$ cat src/sv/etsc_pkg.sv
`default_nettype none
package etsc_pkg;

  localparam int COORD_WIDTH = 32;
  localparam int ITER_WIDTH  = 16;
  localparam int FRAC_BITS   = COORD_WIDTH - 4;
  localparam int Z_W         = 64;
  localparam int PROD_W      = 2 * Z_W;
  localparam int COUNT_W     = 24;
  localparam int LQ8_W       = 14;
  localparam int ESC_SHIFT   = 20 + FRAC_BITS;

  typedef enum logic [1:0] {
    CFG_JULIA_MODE = 2'd0,
    CFG_JULIA_C_RE = 2'd1,
    CFG_JULIA_C_IM = 2'd2,
    CFG_MAX_ITER   = 2'd3
  } cfg_idx_t;

  typedef enum logic [1:0] {
    OP_XX = 2'd0,
    OP_YY = 2'd1,
    OP_XY = 2'd2
  } mul_op_t;

  typedef struct packed {
    logic signed [COORD_WIDTH-1:0] point_re;
    logic signed [COORD_WIDTH-1:0] point_im;
  } point_t;

  typedef struct packed {
    logic                  escaped;
    logic [COUNT_W-1:0]    smooth_count;
    logic [ITER_WIDTH-1:0] iter_count;
  } result_t;

  typedef struct packed {
    logic                  valid;
    mul_op_t               tag;
    logic                  sh_one;
    logic signed [Z_W-1:0] a;
    logic signed [Z_W-1:0] b;
  } mul_req_t;

  typedef struct packed {
    logic                  valid;
    mul_op_t               tag;
    logic signed [Z_W-1:0] value;
  } mul_rsp_t;

  typedef struct packed {
    logic              valid;
    mul_op_t           tag;
    logic              sh_one;
    logic              neg;
    logic [Z_W-1:0]    ua;
    logic [Z_W-1:0]    ub;
    logic [PROD_W-1:0] acc;
    logic [Z_W-1:0]    pp;
  } cell_bus_t;

  localparam logic signed [Z_W-1:0] Z_MAX = {1'b0, {(Z_W-1){1'b1}}};
  localparam logic signed [Z_W-1:0] Z_MIN = {1'b1, {(Z_W-1){1'b0}}};

  function automatic logic signed [Z_W-1:0] sat_add(input logic signed [Z_W-1:0] a,
                                                     input logic signed [Z_W-1:0] b);
    logic signed [Z_W:0] s;
    s = {a[Z_W-1], a} + {b[Z_W-1], b};
    if (s[Z_W] != s[Z_W-1]) return s[Z_W] ? Z_MIN : Z_MAX;
    return s[Z_W-1:0];
  endfunction

  function automatic logic signed [Z_W-1:0] sat_sub(input logic signed [Z_W-1:0] a,
                                                     input logic signed [Z_W-1:0] b);
    logic signed [Z_W:0] s;
    s = {a[Z_W-1], a} - {b[Z_W-1], b};
    if (s[Z_W] != s[Z_W-1]) return s[Z_W] ? Z_MIN : Z_MAX;
    return s[Z_W-1:0];
  endfunction

endpackage
`default_nettype wire

$ cat src/sv/etsc_log.sv
`default_nettype none
module etsc_log #(
  parameter int LOG_TABLE_DEPTH = 64
) (
  input  logic                       clk,
  input  logic                       rst,
  input  logic                       start,
  input  logic [etsc_pkg::Z_W-1:0]   value,
  output logic                       done,
  output logic [etsc_pkg::LQ8_W-1:0] log_q8
);
  import etsc_pkg::*;

  localparam int IDX_W = (LOG_TABLE_DEPTH > 1) ? $clog2(LOG_TABLE_DEPTH) : 1;

  function automatic logic [7:0] table_frac(input int unsigned idx);
    logic [63:0] x;
    logic [7:0]  r;
    x = (64'd1 << 30) + ((64'(idx) << 30) / 64'(LOG_TABLE_DEPTH));
    r = '0;
    for (int i = 0; i < 8; i++) begin
      x = (x * x) >> 30;
      r = {r[6:0], 1'b0};
      if (x >= (64'd2 << 30)) begin
        r[0] = 1'b1;
        x = x >> 1;
      end
    end
    return r;
  endfunction

  logic [7:0] tbl [LOG_TABLE_DEPTH];

  for (genvar gi = 0; gi < LOG_TABLE_DEPTH; gi++) begin : g_tbl
    localparam logic [7:0] ENTRY = table_frac(gi);
    assign tbl[gi] = ENTRY;
  end

  typedef enum logic [1:0] {L_IDLE, L_NORM, L_IDX, L_OUT} lstate_t;

  lstate_t          state;
  logic [Z_W-2:0]   n;
  logic [5:0]       p;
  logic [IDX_W-1:0] idx;
  logic [31+IDX_W:0] scaled;

  assign scaled = {{IDX_W{1'b0}}, n[61:30]} * (32 + IDX_W)'(LOG_TABLE_DEPTH);

  always_ff @(posedge clk) begin
    done <= 1'b0;
    case (state)
      L_IDLE: begin
        if (start) begin
          n     <= value[Z_W-2:0];
          p     <= 6'd62;
          state <= L_NORM;
        end
      end
      L_NORM: begin
        if (n[Z_W-2]) begin
          state <= L_IDX;
        end else begin
          n <= n << 1;
          p <= p - 6'd1;
        end
      end
      L_IDX: begin
        idx   <= scaled[31+IDX_W:32];
        state <= L_OUT;
      end
      L_OUT: begin
        log_q8 <= {p, 8'h00} + LQ8_W'(tbl[idx]);
        done   <= 1'b1;
        state  <= L_IDLE;
      end
      default: state <= L_IDLE;
    endcase
    if (rst) begin
      state <= L_IDLE;
      done  <= 1'b0;
    end
  end

endmodule
`default_nettype wire

$ cat config.mk
export PLATFORM = sky130hd
export DESIGN_NAME = etsc_log
export DESIGN_NICKNAME = d
export VERILOG_FILES = /design/src/sv/etsc_pkg.sv /design/src/sv/etsc_log.sv
export SDC_FILE = /design/constraint.sdc
export NUM_CORES = 1
export LEC_CHECK = 0
export ABC_AREA = 1
export BUFFER_PORTS_ARGS = -buffer_cell sky130_fd_sc_hd__buf_4
export CAP_MARGIN = 10
export CORE_MARGIN = 5
export CORE_UTILIZATION = 50
export CTS_BUF_LIST = sky130_fd_sc_hd__clkbuf_2
export DETAILED_ROUTE_END_ITERATION = 16
export GPL_ROUTABILITY_DRIVEN = 0
export GPL_TIMING_DRIVEN = 0
export PLACE_DENSITY = 0.73
export SETUP_SLACK_MARGIN = 0.1
export SYNTH_ARGS = -nofsm -noshare
export SYNTH_HDL_FRONTEND = slang
export SYNTH_SLANG_ARGS = --single-unit
$ cat constraint.sdc
create_clock -name clk -period 8.9 [get_ports clk]
set_clock_uncertainty 0.2 [all_clocks]
set_input_delay 1.78 -clock clk [delete_from_list [all_inputs] [get_ports clk]]
set_output_delay 1.78 -clock clk [all_outputs]
set_load 0.02 [all_outputs]
== Word level (Yosys, flattened, before mapping) ==
Memory sizes are Yosys's and may differ from the RTL's.
Index checks and enable logic that the tools add are counted.

* $lt $le $gt $ge: 1
* Equal/unequal tests: 6
* Bitwise operators: 1
* Muxes and demuxes: 12
* Reduce and logical (&&, ||, !) cells: 5
* Add/sub/neg operators: 2

{| class="wikitable"
|+ Operators by type and width
! operator !! count
|-
| two-way mux 63 bit || 2
|-
| case mux 63 bit (2 select lines) || 1
|-
| two-way mux 8 bit || 2
|-
| adder 14 x 8 -> 14 bit || 1
|-
| two-way mux 6 bit || 2
|-
| case mux 6 bit (2 select lines) || 1
|-
| case mux 2 bit (4 select lines) || 1
|-
| greater-or-equal comparator 7 bit (second input constant) || 1
|-
| NOT 6 -> 7 bit || 1
|-
| inequality test 2 bit (second input constant) || 3
|-
| subtractor 6 x 1 -> 6 bit (second input constant) || 1
|-
| == test 2 bit (second input constant) || 2
|-
| two-way mux 2 bit || 2
|-
| AND reduction 2 bit || 2
|-
| AND reduction 3 bit || 1
|-
| == test 2 x 1 -> 1 bit (second input constant) || 1
|-
| logical NOT 2 bit || 1
|-
| nonzero test 2 bit || 1
|-
| two-way mux 1 bit || 1
|}

* Register bits after elaboration: 92
* Memory bits (read-only): 512
* Memories: 1
* Logic and storage cells: 35
* Input port bits: 67

{| class="wikitable"
|+ Memory list
! memory !! words !! width !! rd ports !! clocked after memory_dff !! wr ports !! RTL line !! text
|-
| (name not given) || 64 || 8 || 1 || 0 || 0 || etsc_log.sv:72 || <nowiki>log_q8 <= {p, 8'h00} + LQ8_W'(tbl[idx]);</nowiki>
|}

== Logic depth before layout (Yosys ltp) ==
Gate-level depths: netlist of the first run.

* Depth after elaboration: 5
* Mapped depth: 9
* Depth with buffers taken out: 9

== Worst setup path after synthesis of the first run ==
Ideal clock, no wire load.

* Kind: input-to-reg
* Start point: input port start
* End point: register n[0] (enable)
* Path buffers: 0
* Stages on the path: 4
* Slack: 4.674 ns
* Arrival time: 3.595 ns
* Cell sequence: inv_1 -> nand2_1 -> o21a_1 -> o21a_1

* Cells in the longest elaborated chain, start to end: 2

{| class="wikitable"
|+ RTL lines
! element !! RTL line !! text
|-
| start: declaration || etsc_log.sv:7 || <nowiki>input logic start,</nowiki>
|-
| inequality test 2 bit (no source line) || n/a ||
|-
| AND reduction 3 bit (no source line) || n/a ||
|-
| end signal: assignment || etsc_log.sv:54 || <nowiki>n <= value[Z_W-2:0];</nowiki>
|-
| end signal: assignment || etsc_log.sv:63 || <nowiki>n <= n << 1;</nowiki>
|-
| end: declaration || etsc_log.sv:42 || <nowiki>logic [Z_W-2:0] n;</nowiki>
|}

No other way between the ends.
A chain may end at the register's enable or synchronous reset.

== Worst setup path after layout of the first run ==
* Start point: register log_q8[2] (netlist bit)
* End point: output port log_q8[2] (netlist bit)

{| class="wikitable"
|+ RTL lines
! element !! RTL line !! text
|-
| start: declaration || etsc_log.sv:10 || <nowiki>output logic [etsc_pkg::LQ8_W-1:0] log_q8</nowiki>
|-
| start signal: assignment || etsc_log.sv:72 ||
|}

No word-level cell between the ends.

==> key figures, run 1 <==
Outcome
  – Status: completed

Pwr
  – Static Leak: 2.138 nW
  – Post-layout total power: 1.710 mW
  – Power density cells: 328.1 nW/µm²
  – Maximum resistive drop on vdd: 0.0002109 V

Routing
  – Detailed-route DRC error count: 0
  – Routed len/inst: around 16 µm
  – Vias per inst: 5.481
  – Iter 0 DRT Violations: 204
  – Final ANT Viol Nets: 0
  – Length of the first detailed-routing pass in iterations: 4
  – DRT Wirelength: between 8000 and 9000 µm
  – Vias after detailed routing: 3075

Yosys
  – Post-Synthesis Net Count: 438
  – Synth unique cells: 28
  – Post-synthesis instance area: 4355 µm²
  – Synthesized instance count: 357
  – Most area-consuming cells after synthesis: sky130_fd_sc_hd__edfxtp_1 61%, sky130_fd_sc_hd__a22o_1 12%, sky130_fd_sc_hd__nand2_1 5.7%
  – Yosys reg bits: 92
  – Leading area contributor after synthesis: sky130_fd_sc_hd__edfxtp_1
  – Top cell type's share of synthesized area: 61.36%
  – Fraction of the yosys area taken by sequential cells: 62.74%
  – Yosys Warn Count: 0
  – Post-synthesis average cell area: 12.20 µm²

Setup path
  – Critical Path End Type: primary output
  – Maximum fanout encountered on the critical timing path: 1
  – Data arrival time of the worst path: 1120 ps
  – Number of buffer and inverter instances along the worst setup path: 1
  – Critical path class: reg -> out
  – Crit-path max cell delay: 430 ps
  – CP cell instances: buf_4
  – Data required time at the worst endpoint: 6920 ps
  – Critical path launch point type: flop
  – Slowest stage cell, crit path: sky130_fd_sc_hd__edfxtp_1
  – Gate family responsible for the most delay along the worst path: flip-flops

Clock tree
  – Clock buffer depth: 2
  – Inserted Clock Buffers: 9
  – Clock latency at the later pin of the worst-skew pair: 530 ps
  – H-tree depth: 3
  – Library cell used as clock root buffer: sky130_fd_sc_hd__clkbuf_2
  – Number of resized instances in the post-cts repair step: 0
  – Post-CTS setup buffer count: 0
  – Hold bufs inserted after CTS: 0
  – CTS tree: yes
  – Clk sink count: 92
  – CTS clk-pin slew, worst paths: 270 ps

Cells and area
  – Final Util: 60.64%
  – Layout overhead on the synthesized area: 19.65%
  – Antenna Diode Count: 0
  – Final instance count without filler cells: 561
  – Layout cell share with drive strength beyond 1: 27.81%
  – Number of nets in the final layout: 529
  – Fill cell instance count of the final layout: 709
  – Area of all placed cells without fillers: about 5200 µm²

GRT
  – Met1 global-route usage: 23.22%
  – Number of antenna violations at the first check in global routing: 0
  – Gr ovfl total: 0
  – Pin count of the biggest net entering global routing: 69
  – Busiest layer in global routing: met2
  – Number of global-route vias before repair: between 2000 and 3000
  – Met2 Track Usage GR: 26.34%
  – GR Util All Layers: between 15 and 20%
  – First-pass GRT wire length: around 14000 µm
  – Global-route track usage on met3: 5.567%

Timing
  – Final slew viol count: 0
  – Share of the clock period used by the worst path: 34.85%
  – Slew Limit Headroom: ~38%
  – Summed negative setup slack over all endpoints: 0 ps
  – Highest clock frequency the design can meet: 322.4 MHz
  – Transition time at the pin with the least slew margin: about 930 ps
  – Number of setup violations in the final report: 0
  – Unrepaired setup endpoints after global routing: no
  – Final hold violation count: 0
  – Post-layout min period: 3102 ps

Min path
  – Hold WC Path Type: reg -> reg

Placed design
  – Count of port buffers added during placement: 80
  – DPL Wire Length: slightly above 6000 µm
  – Placed standard-cell area: 5099 µm²
  – Post-Place Cells: 545

Floorplanning
  – Height of the chip: roughly 100 µm
  – # rows: 34
  – Ports: between 80 and 90
  – Effective utilization at floorplan: 50.68%
  – Core Box Area: 8593 µm²
  – Area enclosed by the die boundary: 10680 µm²
  – Die boundary width: 103.3 µm

Run
  – Max-cap violation count: 0
-- state kept, by name, indices dropped and copies added (netlist names) --
signal and cells:
n 63, state 2, done 1, p 6
log_q8 14, idx 6
-- synthesized netlist by cell type --
library cell and instances:
sky130_fd_sc_hd__nor2_1 12, sky130_fd_sc_hd__a21oi_2 1, sky130_fd_sc_hd__ha_1 14, sky130_fd_sc_hd__nand3_1 28
sky130_fd_sc_hd__o21a_1 2, sky130_fd_sc_hd__nand3b_1 2, sky130_fd_sc_hd__nand4_1 1, sky130_fd_sc_hd__nor2_2 1
sky130_fd_sc_hd__a211oi_1 1, sky130_fd_sc_hd__buf_4 2, sky130_fd_sc_hd__a22o_1 61, sky130_fd_sc_hd__buf_2 11
sky130_fd_sc_hd__or2_2 1, sky130_fd_sc_hd__inv_2 2, sky130_fd_sc_hd__o21ai_2 1, sky130_fd_sc_hd__edfxtp_1 89
sky130_fd_sc_hd__o21ai_0 10, sky130_fd_sc_hd__nor3_1 3, sky130_fd_sc_hd__o22a_1 1, sky130_fd_sc_hd__a21oi_1 8
sky130_fd_sc_hd__nand2_2 3, sky130_fd_sc_hd__inv_4 1, sky130_fd_sc_hd__buf_6 8, sky130_fd_sc_hd__o211ai_1 1
sky130_fd_sc_hd__a31oi_1 1, sky130_fd_sc_hd__nand2_1 66, sky130_fd_sc_hd__inv_1 23, sky130_fd_sc_hd__dfxtp_1 3
-- layer usage --
metal	vias to the layer above	part of all wire [%]
met5	-	0
li1	1501	-
met2	114	46
met3	7	9.1
met4	0	0.67
met1	1453	44
-- cells in the final DEF (no fill, tap or decap), types with 2 or more instances in the layout --
cell type / instances
sky130_fd_sc_hd__nand3b_1: 2
sky130_fd_sc_hd__inv_2: 2
sky130_fd_sc_hd__o21ai_0: 10
sky130_fd_sc_hd__nor3_1: 3
sky130_fd_sc_hd__a22o_1: 61
sky130_fd_sc_hd__nand3_1: 28
sky130_fd_sc_hd__inv_1: 23
sky130_fd_sc_hd__buf_6: 8
sky130_fd_sc_hd__nand2_2: 3
sky130_fd_sc_hd__ha_1: 14
sky130_fd_sc_hd__a21oi_1: 8
sky130_fd_sc_hd__clkinv_1: 2
sky130_fd_sc_hd__nor2_1: 12
sky130_fd_sc_hd__nand2_1: 66
sky130_fd_sc_hd__buf_4: 82
sky130_fd_sc_hd__dfxtp_1: 3
sky130_fd_sc_hd__clkinvlp_4: 4
sky130_fd_sc_hd__clkbuf_2: 9
sky130_fd_sc_hd__edfxtp_1: 89
sky130_fd_sc_hd__buf_2: 11
-- where the power goes --
group,switching [mW],internal [mW]
Clock,0.144,0.0623
Sequential,0.0755,0.786
Combinational,0.402,0.239
-- per-stage QoR --
| step | setup WS [ps] | hold WS [ps] |
|---|---|---|
| global route | 5716 | 323.0 |
| floorplan | 4674 | 227.3 |
| global placement | 3949 | 241.2 |
| finish | 5798 | 298.1 |
| CTS | 5767 | 303.0 |
| detailed placement | 5365 | 245.5 |
-- area by class of cell --
class | instances | area (µm²) | area share, %
buffer | 21 | 160.2 | 3.073
inverter | 26 | 100.1 | 1.921
clock inverter | 7 | 67.56 | 1.297
tap | 108 | 135.1 | 2.593
timing repair buffer | 80 | 600.6 | 11.52
clock buffer | 9 | 45.04 | 0.8643
multi-input combinational | 218 | 1370 | 26.29
sequential | 92 | 2733 | 52.44
-- path summary, 6_finish.rpt --
path	startpoint	end	slack (ps)	cells past startpoint
hold / removal	n[60]$_DFFE_PP_	idx[4]$_DFFE_PP_	300	0
setup reg to reg	state[1]$_SDFFE_PP0P_	n[51]$_DFFE_PP_	6270	6
hold reg to reg	n[60]$_DFFE_PP_	idx[4]$_DFFE_PP_	300	0
setup / recovery	log_q8[2]$_DFFE_PP_	log_q8[2]	5800	1
-- cell families (layout without fill, tap and decap cells) --
kind of cell / Yosys count / after routing / share of synthesized area (%)
DFF: 92 / 92 / 62.74
and+or+nand+nor: 117 / 117 / 11.49
AOI/OAI and AO/OA: 87 / 87 / 15.77
buffers and inverters: 47 / 143 / 5.975
adders and majority gates: 14 / 14 / 4.022
(Power assumes the default switching activity.)
==> run 2: changes to the inputs <==
--- a/config.mk
+++ b/config.mk
@@ -14,7 +14,7 @@
 export DETAILED_ROUTE_END_ITERATION = 16
 export GPL_ROUTABILITY_DRIVEN = 0
 export GPL_TIMING_DRIVEN = 0
-export PLACE_DENSITY = 0.73
+export PLACE_DENSITY = 0.76
 export SETUP_SLACK_MARGIN = 0.1
 export SYNTH_ARGS = -nofsm -noshare
 export SYNTH_HDL_FRONTEND = slang
==> constraint.sdc (replaced) <==
create_clock -name clk -period 2.5 [get_ports clk]
set_clock_uncertainty 0.2 [all_clocks]
set_input_delay 0.5 -clock clk [delete_from_list [all_inputs] [get_ports clk]]
set_output_delay 0.5 -clock clk [all_outputs]
set_load 0.02 [all_outputs]
==> key figures, run 2 (synthesis results as in run 1) <==
Routing
  – Final ANT Viol Nets: 0 (unchanged)
  – DRT Wirelength: 9775 µm (was 8899 µm)
  – Detailed-route DRC error count: 0 (unchanged)
  – Iter 0 DRT Violations: 240 (was 204)
  – Vias after detailed routing: 3281 (was 3075)
  – Vias per inst: 5.468 (was 5.481)
  – Routed len/inst: 16.29 µm (was 15.86 µm)
  – Length of the first detailed-routing pass in iterations: 5 (was 4)

Setup path
  – Maximum fanout encountered on the critical timing path: 34 (was 1)
  – Critical Path End Type: flop (was primary output)
  – Data arrival time of the worst path: 2290 ps (was 1120 ps)
  – Critical path class: reg -> reg (was reg -> out)
  – Critical path launch point type: flop (unchanged)
  – Data required time at the worst endpoint: 2510 ps (was 6920 ps)

Floorplanning
  – # rows: 34 (unchanged)
  – Ports: 82 (unchanged)
  – Core Box Area: 8593 µm² (unchanged)
  – Height of the chip: 103.3 µm (unchanged)
  – Area enclosed by the die boundary: 10680 µm² (unchanged)
  – Effective utilization at floorplan: 50.68% (unchanged)
  – Die boundary width: 103.3 µm (unchanged)

GRT
  – Gr ovfl total: 0 (unchanged)
  – First-pass GRT wire length: 14920 µm (was 13940 µm)
  – Busiest layer in global routing: met2 (unchanged)
  – Met1 global-route usage: 23.16% (was 23.22%)
  – Met2 Track Usage GR: 29.65% (was 26.34%)
  – Pin count of the biggest net entering global routing: 35 (was 69)
  – Global-route track usage on met3: 5.835% (was 5.567%)
  – Number of global-route vias before repair: 3162 (was 2903)
  – GR Util All Layers: 18.16% (was 16.86%)
  – Number of antenna violations at the first check in global routing: 0 (unchanged)

Timing
  – Min Hold Slack: 54.35 ps (was 298.1 ps)
  – Final slew viol count: 0 (unchanged)
  – Share of the clock period used by the worst path: about nine tenths
  – Post-layout min period: 2282 ps
  – Final hold violation count: 0 (unchanged)
  – Slew Limit Headroom: 57.05% (was 37.96%)
  – Highest clock frequency the design can meet: 438.1 MHz
  – Number of setup violations in the final report: 0 (unchanged)
  – Transition time at the pin with the least slew margin: 644.3 ps (was 930.6 ps)
  – Unrepaired setup endpoints after global routing: yes (was no)

Clock tree
  – Clock latency at the later pin of the worst-skew pair: 550 ps (was 530 ps)
  – H-tree depth: 3 (unchanged)
  – Clock buffer depth: 2 (unchanged)
  – Inserted Clock Buffers: 9 (unchanged)
  – CTS tree: yes (unchanged)
  – Library cell used as clock root buffer: sky130_fd_sc_hd__clkbuf_2 (unchanged)
  – Clk sink count: 92 (unchanged)
  – CTS clk-pin slew, worst paths: 250 ps (was 270 ps)

Cells and area
  – Antenna Diode Count: 0 (unchanged)
  – Register with the highest flop count: n (unchanged)
  – Number of nets in the final layout: 568 (was 529)
  – Most frequent cells in the layout: 89 x sky130_fd_sc_hd__edfxtp_1, 82 x sky130_fd_sc_hd__buf_4, 66 x sky130_fd_sc_hd__nand2_1 (unchanged)
  – Layout overhead on the synthesized area: 28.33% (was 19.65%)
  – Final instance count without filler cells: 600 (was 561)
  – Top flop regs: n: 63 flops, log_q8: 14 flops (unchanged)
  – Most common library cell in the layout ignoring fill and taps: sky130_fd_sc_hd__edfxtp_1 (unchanged)
  – Area of all placed cells without fillers: 5589 µm² (was 5211 µm²)
  – Layout cell share with drive strength beyond 1: 26.02% (was 27.81%)
  – Number of flip-flops under the largest register name: 63 (unchanged)

Run
  – Max-cap violation count: 0 (unchanged)

Min path
  – Hold WC Path Type: in -> reg (was reg -> reg)

Placed design
  – Count of port buffers added during placement: 80 (unchanged)
  – Placed standard-cell area: 5099 µm² (unchanged)
  – DPL Wire Length: 6196 µm (was 6094 µm)
  – Post-Place Cells: 545 (unchanged)

Pwr
  – Maximum resistive drop on vdd: 0.0005817 V (was 0.0002109 V)
  – Static Leak: 2.302 nW (was 2.138 nW)
  – Power density cells: 1098 nW/µm² (was 328.1 nW/µm²)

Outcome
  – Status: completed (unchanged)
run 2: critical path, stage by stage (launching register included):
cell	delay, ps
sky130_fd_sc_hd__dfxtp_1	410
sky130_fd_sc_hd__inv_1	100
sky130_fd_sc_hd__ha_1	180
sky130_fd_sc_hd__buf_4	160
sky130_fd_sc_hd__inv_2	140
sky130_fd_sc_hd__buf_2	270
sky130_fd_sc_hd__o21a_4	480
run 2: cell type report:
class | instances | area [µm²]
fillers | 659 | 3004
flip-flops and latches | 92 | 2733
multi-input cells | 219 | 1385
repair buffers | 118 | 980.9
plain buffers | 21 | 160.2
well taps | 108 | 135.1
inverters | 26 | 100.1
clock inverters | 7 | 50.05
clock buffers | 9 | 45.04
run 2: final timing paths:
path / from / to / slack [ps] / cells after the start
max: state[1]$_SDFFE_PP0P_ / n[22]$_DFFE_PP_ / 220 / 6
min: value[58] / n[58]$_DFFE_PP_ / 50 / 2
max reg2reg: state[1]$_SDFFE_PP0P_ / n[22]$_DFFE_PP_ / 220 / 6
min reg2reg: p[5]$_SDFFCE_PN1P_ / log_q8[13]$_DFFE_PP_ / 310 / 0
run 2: where the power goes:
group	leakage, nW	switching [mW]	total [mW]	internal (mW)
Sequential	0.860	0.283	3.07	2.79
Clock	0.0567	0.529	0.666	0.137
Combinational	1.38	1.48	2.40	0.915
Total	2.30	2.29	6.13	3.84
run 2: layer usage:
layer  share of wire [%]  vias to the layer above
met5                   0                        -
met3                 8.4                       14
li1                    -                     1575
met2                  50                      140
met4                 1.3                        0
met1                  41                     1552
run 2: timing repair:
item | in CTS | in global routing
hold endpoints to repair | 16 | 24
buffers inserted | 0 | 0
gates resized for setup | 1 | 0
pin swaps | 1 | 0
gates cloned | 1 | 0
endpoints found under the setup margin | 68 | 68
hold buffers | 14 | 24
run 2: through the flow:
step / utilization (%) / setup TNS, ps / setup WS [ps] / power, mW
finish: 65.04 / 0 / 217.7 / 6.135
CTS: 62.25 / 0 / 190.2 / 6.125
detailed placement: 59.33 / -5292 / -81.13 / 5.379
floorplan: - / 0 / 289.4 / 4.714
global placement: 59.33 / -3289 / -52.75 / 5.314
global route: 65.04 / 0 / 59.32 / 6.544
==> run 3: changes to the inputs <==
--- a/config.mk
+++ b/config.mk
@@ -13,8 +13,8 @@
 export CTS_BUF_LIST = sky130_fd_sc_hd__clkbuf_2
 export DETAILED_ROUTE_END_ITERATION = 16
 export GPL_ROUTABILITY_DRIVEN = 0
-export GPL_TIMING_DRIVEN = 0
 export PLACE_DENSITY = 0.76
+export REMOVE_ABC_BUFFERS = 1
 export SETUP_SLACK_MARGIN = 0.1
 export SYNTH_ARGS = -nofsm -noshare
 export SYNTH_HDL_FRONTEND = slang
==> key figures, run 3 (synthesis results as in run 1) <==
Outcome
  – Status: completed (unchanged)

Setup path
  – Number of cells on the worst reg-to-reg path: 5 (was 6)
  – Critical path launch point type: flop (unchanged)
  – Maximum fanout encountered on the critical timing path: 37 (was 34)
  – Data required time at the worst endpoint: 2550 ps (was 2510 ps)
  – Data arrival time of the worst path: 2230 ps (was 2290 ps)
  – Critical register-to-register path endpoint: n[26]$_DFFE_PP_ (was n[22]$_DFFE_PP_)
  – Worst setup slack for register-to-register paths: 320 ps (was 220 ps)
  – Critical register-to-register path startpoint: state[1]$_SDFFE_PP0P_ (unchanged)
  – Critical path class: reg -> reg (unchanged)
  – Critical Path End Type: flop (unchanged)

GRT
  – Number of antenna violations at the first check in global routing: 0 (unchanged)
  – Number of global-route vias before repair: 2920 (was 3162)
  – GR Util All Layers: 17.09% (was 18.16%)
  – Pin count of the biggest net entering global routing: 62 (was 35)
  – Gr ovfl total: 0 (unchanged)
  – First-pass GRT wire length: 13860 µm (was 14920 µm)

Pwr
  – Design internal power: 3.816 mW (was 3.840 mW)
  – Power density cells: 1113 nW/µm² (was 1098 nW/µm²)
  – Combinational share of power: 37.7% (was 39.1%)
  – Static Leak: 2.214 nW (was 2.302 nW)
  – Maximum resistive drop on vdd: 0.0006339 V (was 0.0005817 V)
  – Relative contribution of the clock network to total power: 11.0% (was 10.9%)
  – Sequential fraction of design power: 51.3% (was 50.1%)
  – Switching share of power: 36.69% (was 37.40%)
  – Net switching power figure: 2.211 mW (was 2.294 mW)

Timing
  – Transition time at the pin with the least slew margin: 620.1 ps (was 644.3 ps)
  – Unrepaired setup endpoints after global routing: no (was yes)
  – Final slew viol count: 0 (unchanged)
  – Summed negative setup slack over all endpoints: 0 ps (unchanged)
  – Number of setup violations in the final report: 0 (unchanged)
  – Final hold violation count: 0 (unchanged)
  – Post-layout min period: 2180 ps (was 2282 ps)
  – Min Hold Slack: 42.42 ps (was 54.35 ps)
  – Highest clock frequency the design can meet: 458.7 MHz (was 438.1 MHz)
  – Share of the clock period used by the worst path: 87.20% (was 91.29%)
  – Worst Setup Slack, final: 320.0 ps (was 217.7 ps)
  – Slew Limit Headroom: 58.66% (was 57.05%)

Clock tree
  – Clock buffer depth: 2 (unchanged)
  – Clk sink count: 92 (unchanged)
  – Inserted Clock Buffers: 9 (unchanged)
  – H-tree depth: 3 (unchanged)
  – Clock latency at the later pin of the worst-skew pair: 540 ps (was 550 ps)
  – CTS clk-pin slew, worst paths: 270 ps (was 250 ps)
  – Library cell used as clock root buffer: sky130_fd_sc_hd__clkbuf_2 (unchanged)
  – CTS tree: yes (unchanged)

Cells and area
  – Multi-input combinational cell area: 1364 µm² (was 1385 µm²)
  – Register with the highest flop count: n (unchanged)
  – Most common library cell in the layout ignoring fill and taps: sky130_fd_sc_hd__edfxtp_1 (unchanged)
  – Number of nets in the final layout: 544 (was 568)
  – Layout cell share with drive strength beyond 1: 24.15% (was 26.02%)
  – Number of flip-flops under the largest register name: 63 (unchanged)
  – Top flop regs: n: 63 flops, log_q8: 14 flops (unchanged)
  – Fill cell instance count of the final layout: 675 (was 659)
  – Sequential cell area: 2733 µm² (unchanged)
  – Layout overhead on the synthesized area: 24.33% (was 28.33%)
  – Antenna Diode Count: 0 (unchanged)
  – Most frequent cells in the layout: 89 x sky130_fd_sc_hd__edfxtp_1, 83 x sky130_fd_sc_hd__buf_4, 66 x sky130_fd_sc_hd__nand2_1 (was 89 x sky130_fd_sc_hd__edfxtp_1, 82 x sky130_fd_sc_hd__buf_4, 66 x sky130_fd_sc_hd__nand2_1)

Routing
  – Vias after detailed routing: 3161 (was 3281)
  – Routed len/inst: 15.37 µm (was 16.29 µm)
  – Length of the first detailed-routing pass in iterations: 5 (unchanged)
  – Iter 0 DRT Violations: 200 (was 240)
  – Routed length on met1: 3755 µm (was 3984 µm)
  – Vias per inst: 5.488 (was 5.468)
  – Met2 wire length: 4186 µm (was 4840 µm)
  – DRT Wirelength: 8852 µm (was 9775 µm)
  – Highest metal layer with signal wires: met4 (unchanged)
  – Detailed-route DRC error count: 0 (unchanged)
  – Wire length on met3: 813 µm (was 824 µm)
  – Final ANT Viol Nets: 0 (unchanged)

Floorplanning
  – # rows: 34 (unchanged)
  – Die boundary width: 103.3 µm (unchanged)
  – Ports: 82 (unchanged)
  – Effective utilization at floorplan: 50.68% (unchanged)
  – Height of the chip: 103.3 µm (unchanged)
  – Core Box Area: 8593 µm² (unchanged)
  – Area enclosed by the die boundary: 10680 µm² (unchanged)

Run
  – Max-cap violation count: 0 (unchanged)

Min path
  – Worst hold endpoint: n[39]$_DFFE_PP_ (was n[58]$_DFFE_PP_)
  – Hold WC Path Type: in -> reg (unchanged)
  – Cells on Worst Hold Path: 2 (unchanged)
  – Startpoint of the worst hold path: value[39] (was value[58])

Placed design
  – Worst slack after detailed placement: 338.0 ps (was -81.13 ps)
  – Count of port buffers added during placement: 80 (unchanged)
  – DPL Wire Length: 5704 µm (was 6196 µm)
==> run 3: cell count changes in the layout (fill, tap and decap cells not counted), sizes merged <==
cell / delta
dlygate4sd3: -8
buf: -15
inv: -2
clkinv: +2
clkbuf: +1
clkinvlp: -1
o21a: -1
==> run 3: metrics by stage <==
step / power (mW) / instances / cell area (µm²) / util [%]
global placement: 5.287 / 530 / 5015 / 58.36
global route: 6.433 / 576 / 5415 / 63.02
floorplan: 4.488 / 336 / 4195 / -
detailed placement: 5.351 / 530 / 5015 / 58.36
finish: 6.027 / 576 / 5415 / 63.02
CTS: 6.061 / 568 / 5335 / 62.09
==> run 3: timing repair <==
action | in CTS | in global routing
setup endpoints to repair | 0 | 0
gates resized for setup | 0 | 0
endpoints found under the hold margin | 24 | 8
setup buffers | 0 | 0
hold buffers | 22 | 8
==> run 3: how the worst max path moves through the flow <==
stage                                     start               to  slack [ps]  depth (start not counted)
after floorplan           state[1]$_SDFFE_PP0P_   n[0]$_DFFE_PP_       -1050                          4
after global placement    state[1]$_SDFFE_PP0P_  n[28]$_DFFE_PP_         430                          5
after detailed placement  state[1]$_SDFFE_PP0P_  n[14]$_DFFE_PP_         340                          5
after CTS                 state[1]$_SDFFE_PP0P_  n[13]$_DFFE_PP_         300                          5
after global routing      state[1]$_SDFFE_PP0P_  n[30]$_DFFE_PP_         200                          5
final                     state[1]$_SDFFE_PP0P_  n[26]$_DFFE_PP_         320                          5
==> run 3: per-layer routing <==
metal | vias to the layer above | track usage (%)
li1 | 1530 | -
met1 | 1485 | 22.79
met2 | 135 | 27.43
met3 | 11 | 4.494
met4 | 0 | 5.578
met5 | - | 0
==> run 3: worst max-delay path, stage by stage, from the launching register on <==
cell and delay (ps):
sky130_fd_sc_hd__dfxtp_1 380, sky130_fd_sc_hd__inv_1 130, sky130_fd_sc_hd__ha_1 400, sky130_fd_sc_hd__o21a_1 200
sky130_fd_sc_hd__o21a_2 320, sky130_fd_sc_hd__buf_12 260
==> run 3: layout make-up <==
| class | instances | share of cell area [%] |
|---|---|---|
| repair buffers | 116 | 18.16 |
| clock buffers | 10 | 0.9242 |
| multi-input cells | 218 | 25.18 |
| flip-flops and latches | 92 | 50.46 |
| clock inverters | 6 | 0.9242 |
| well taps | 108 | 2.495 |
| inverters | 26 | 1.848 |
==> run 3: power groups by stage <==
| stage | Sequential [mW] | Combinational [mW] | Clock (mW) |
|---|---|---|---|
| floorplan | 3.07 | 1.42 | 0 |
| global placement | 3.11 | 2.18 | 0 |
| detailed placement | 3.10 | 2.25 | 0 |
| CTS | 3.09 | 2.28 | 0.687 |
| global route | 3.16 | 2.52 | 0.751 |
| finish | 3.09 | 2.27 | 0.664 |
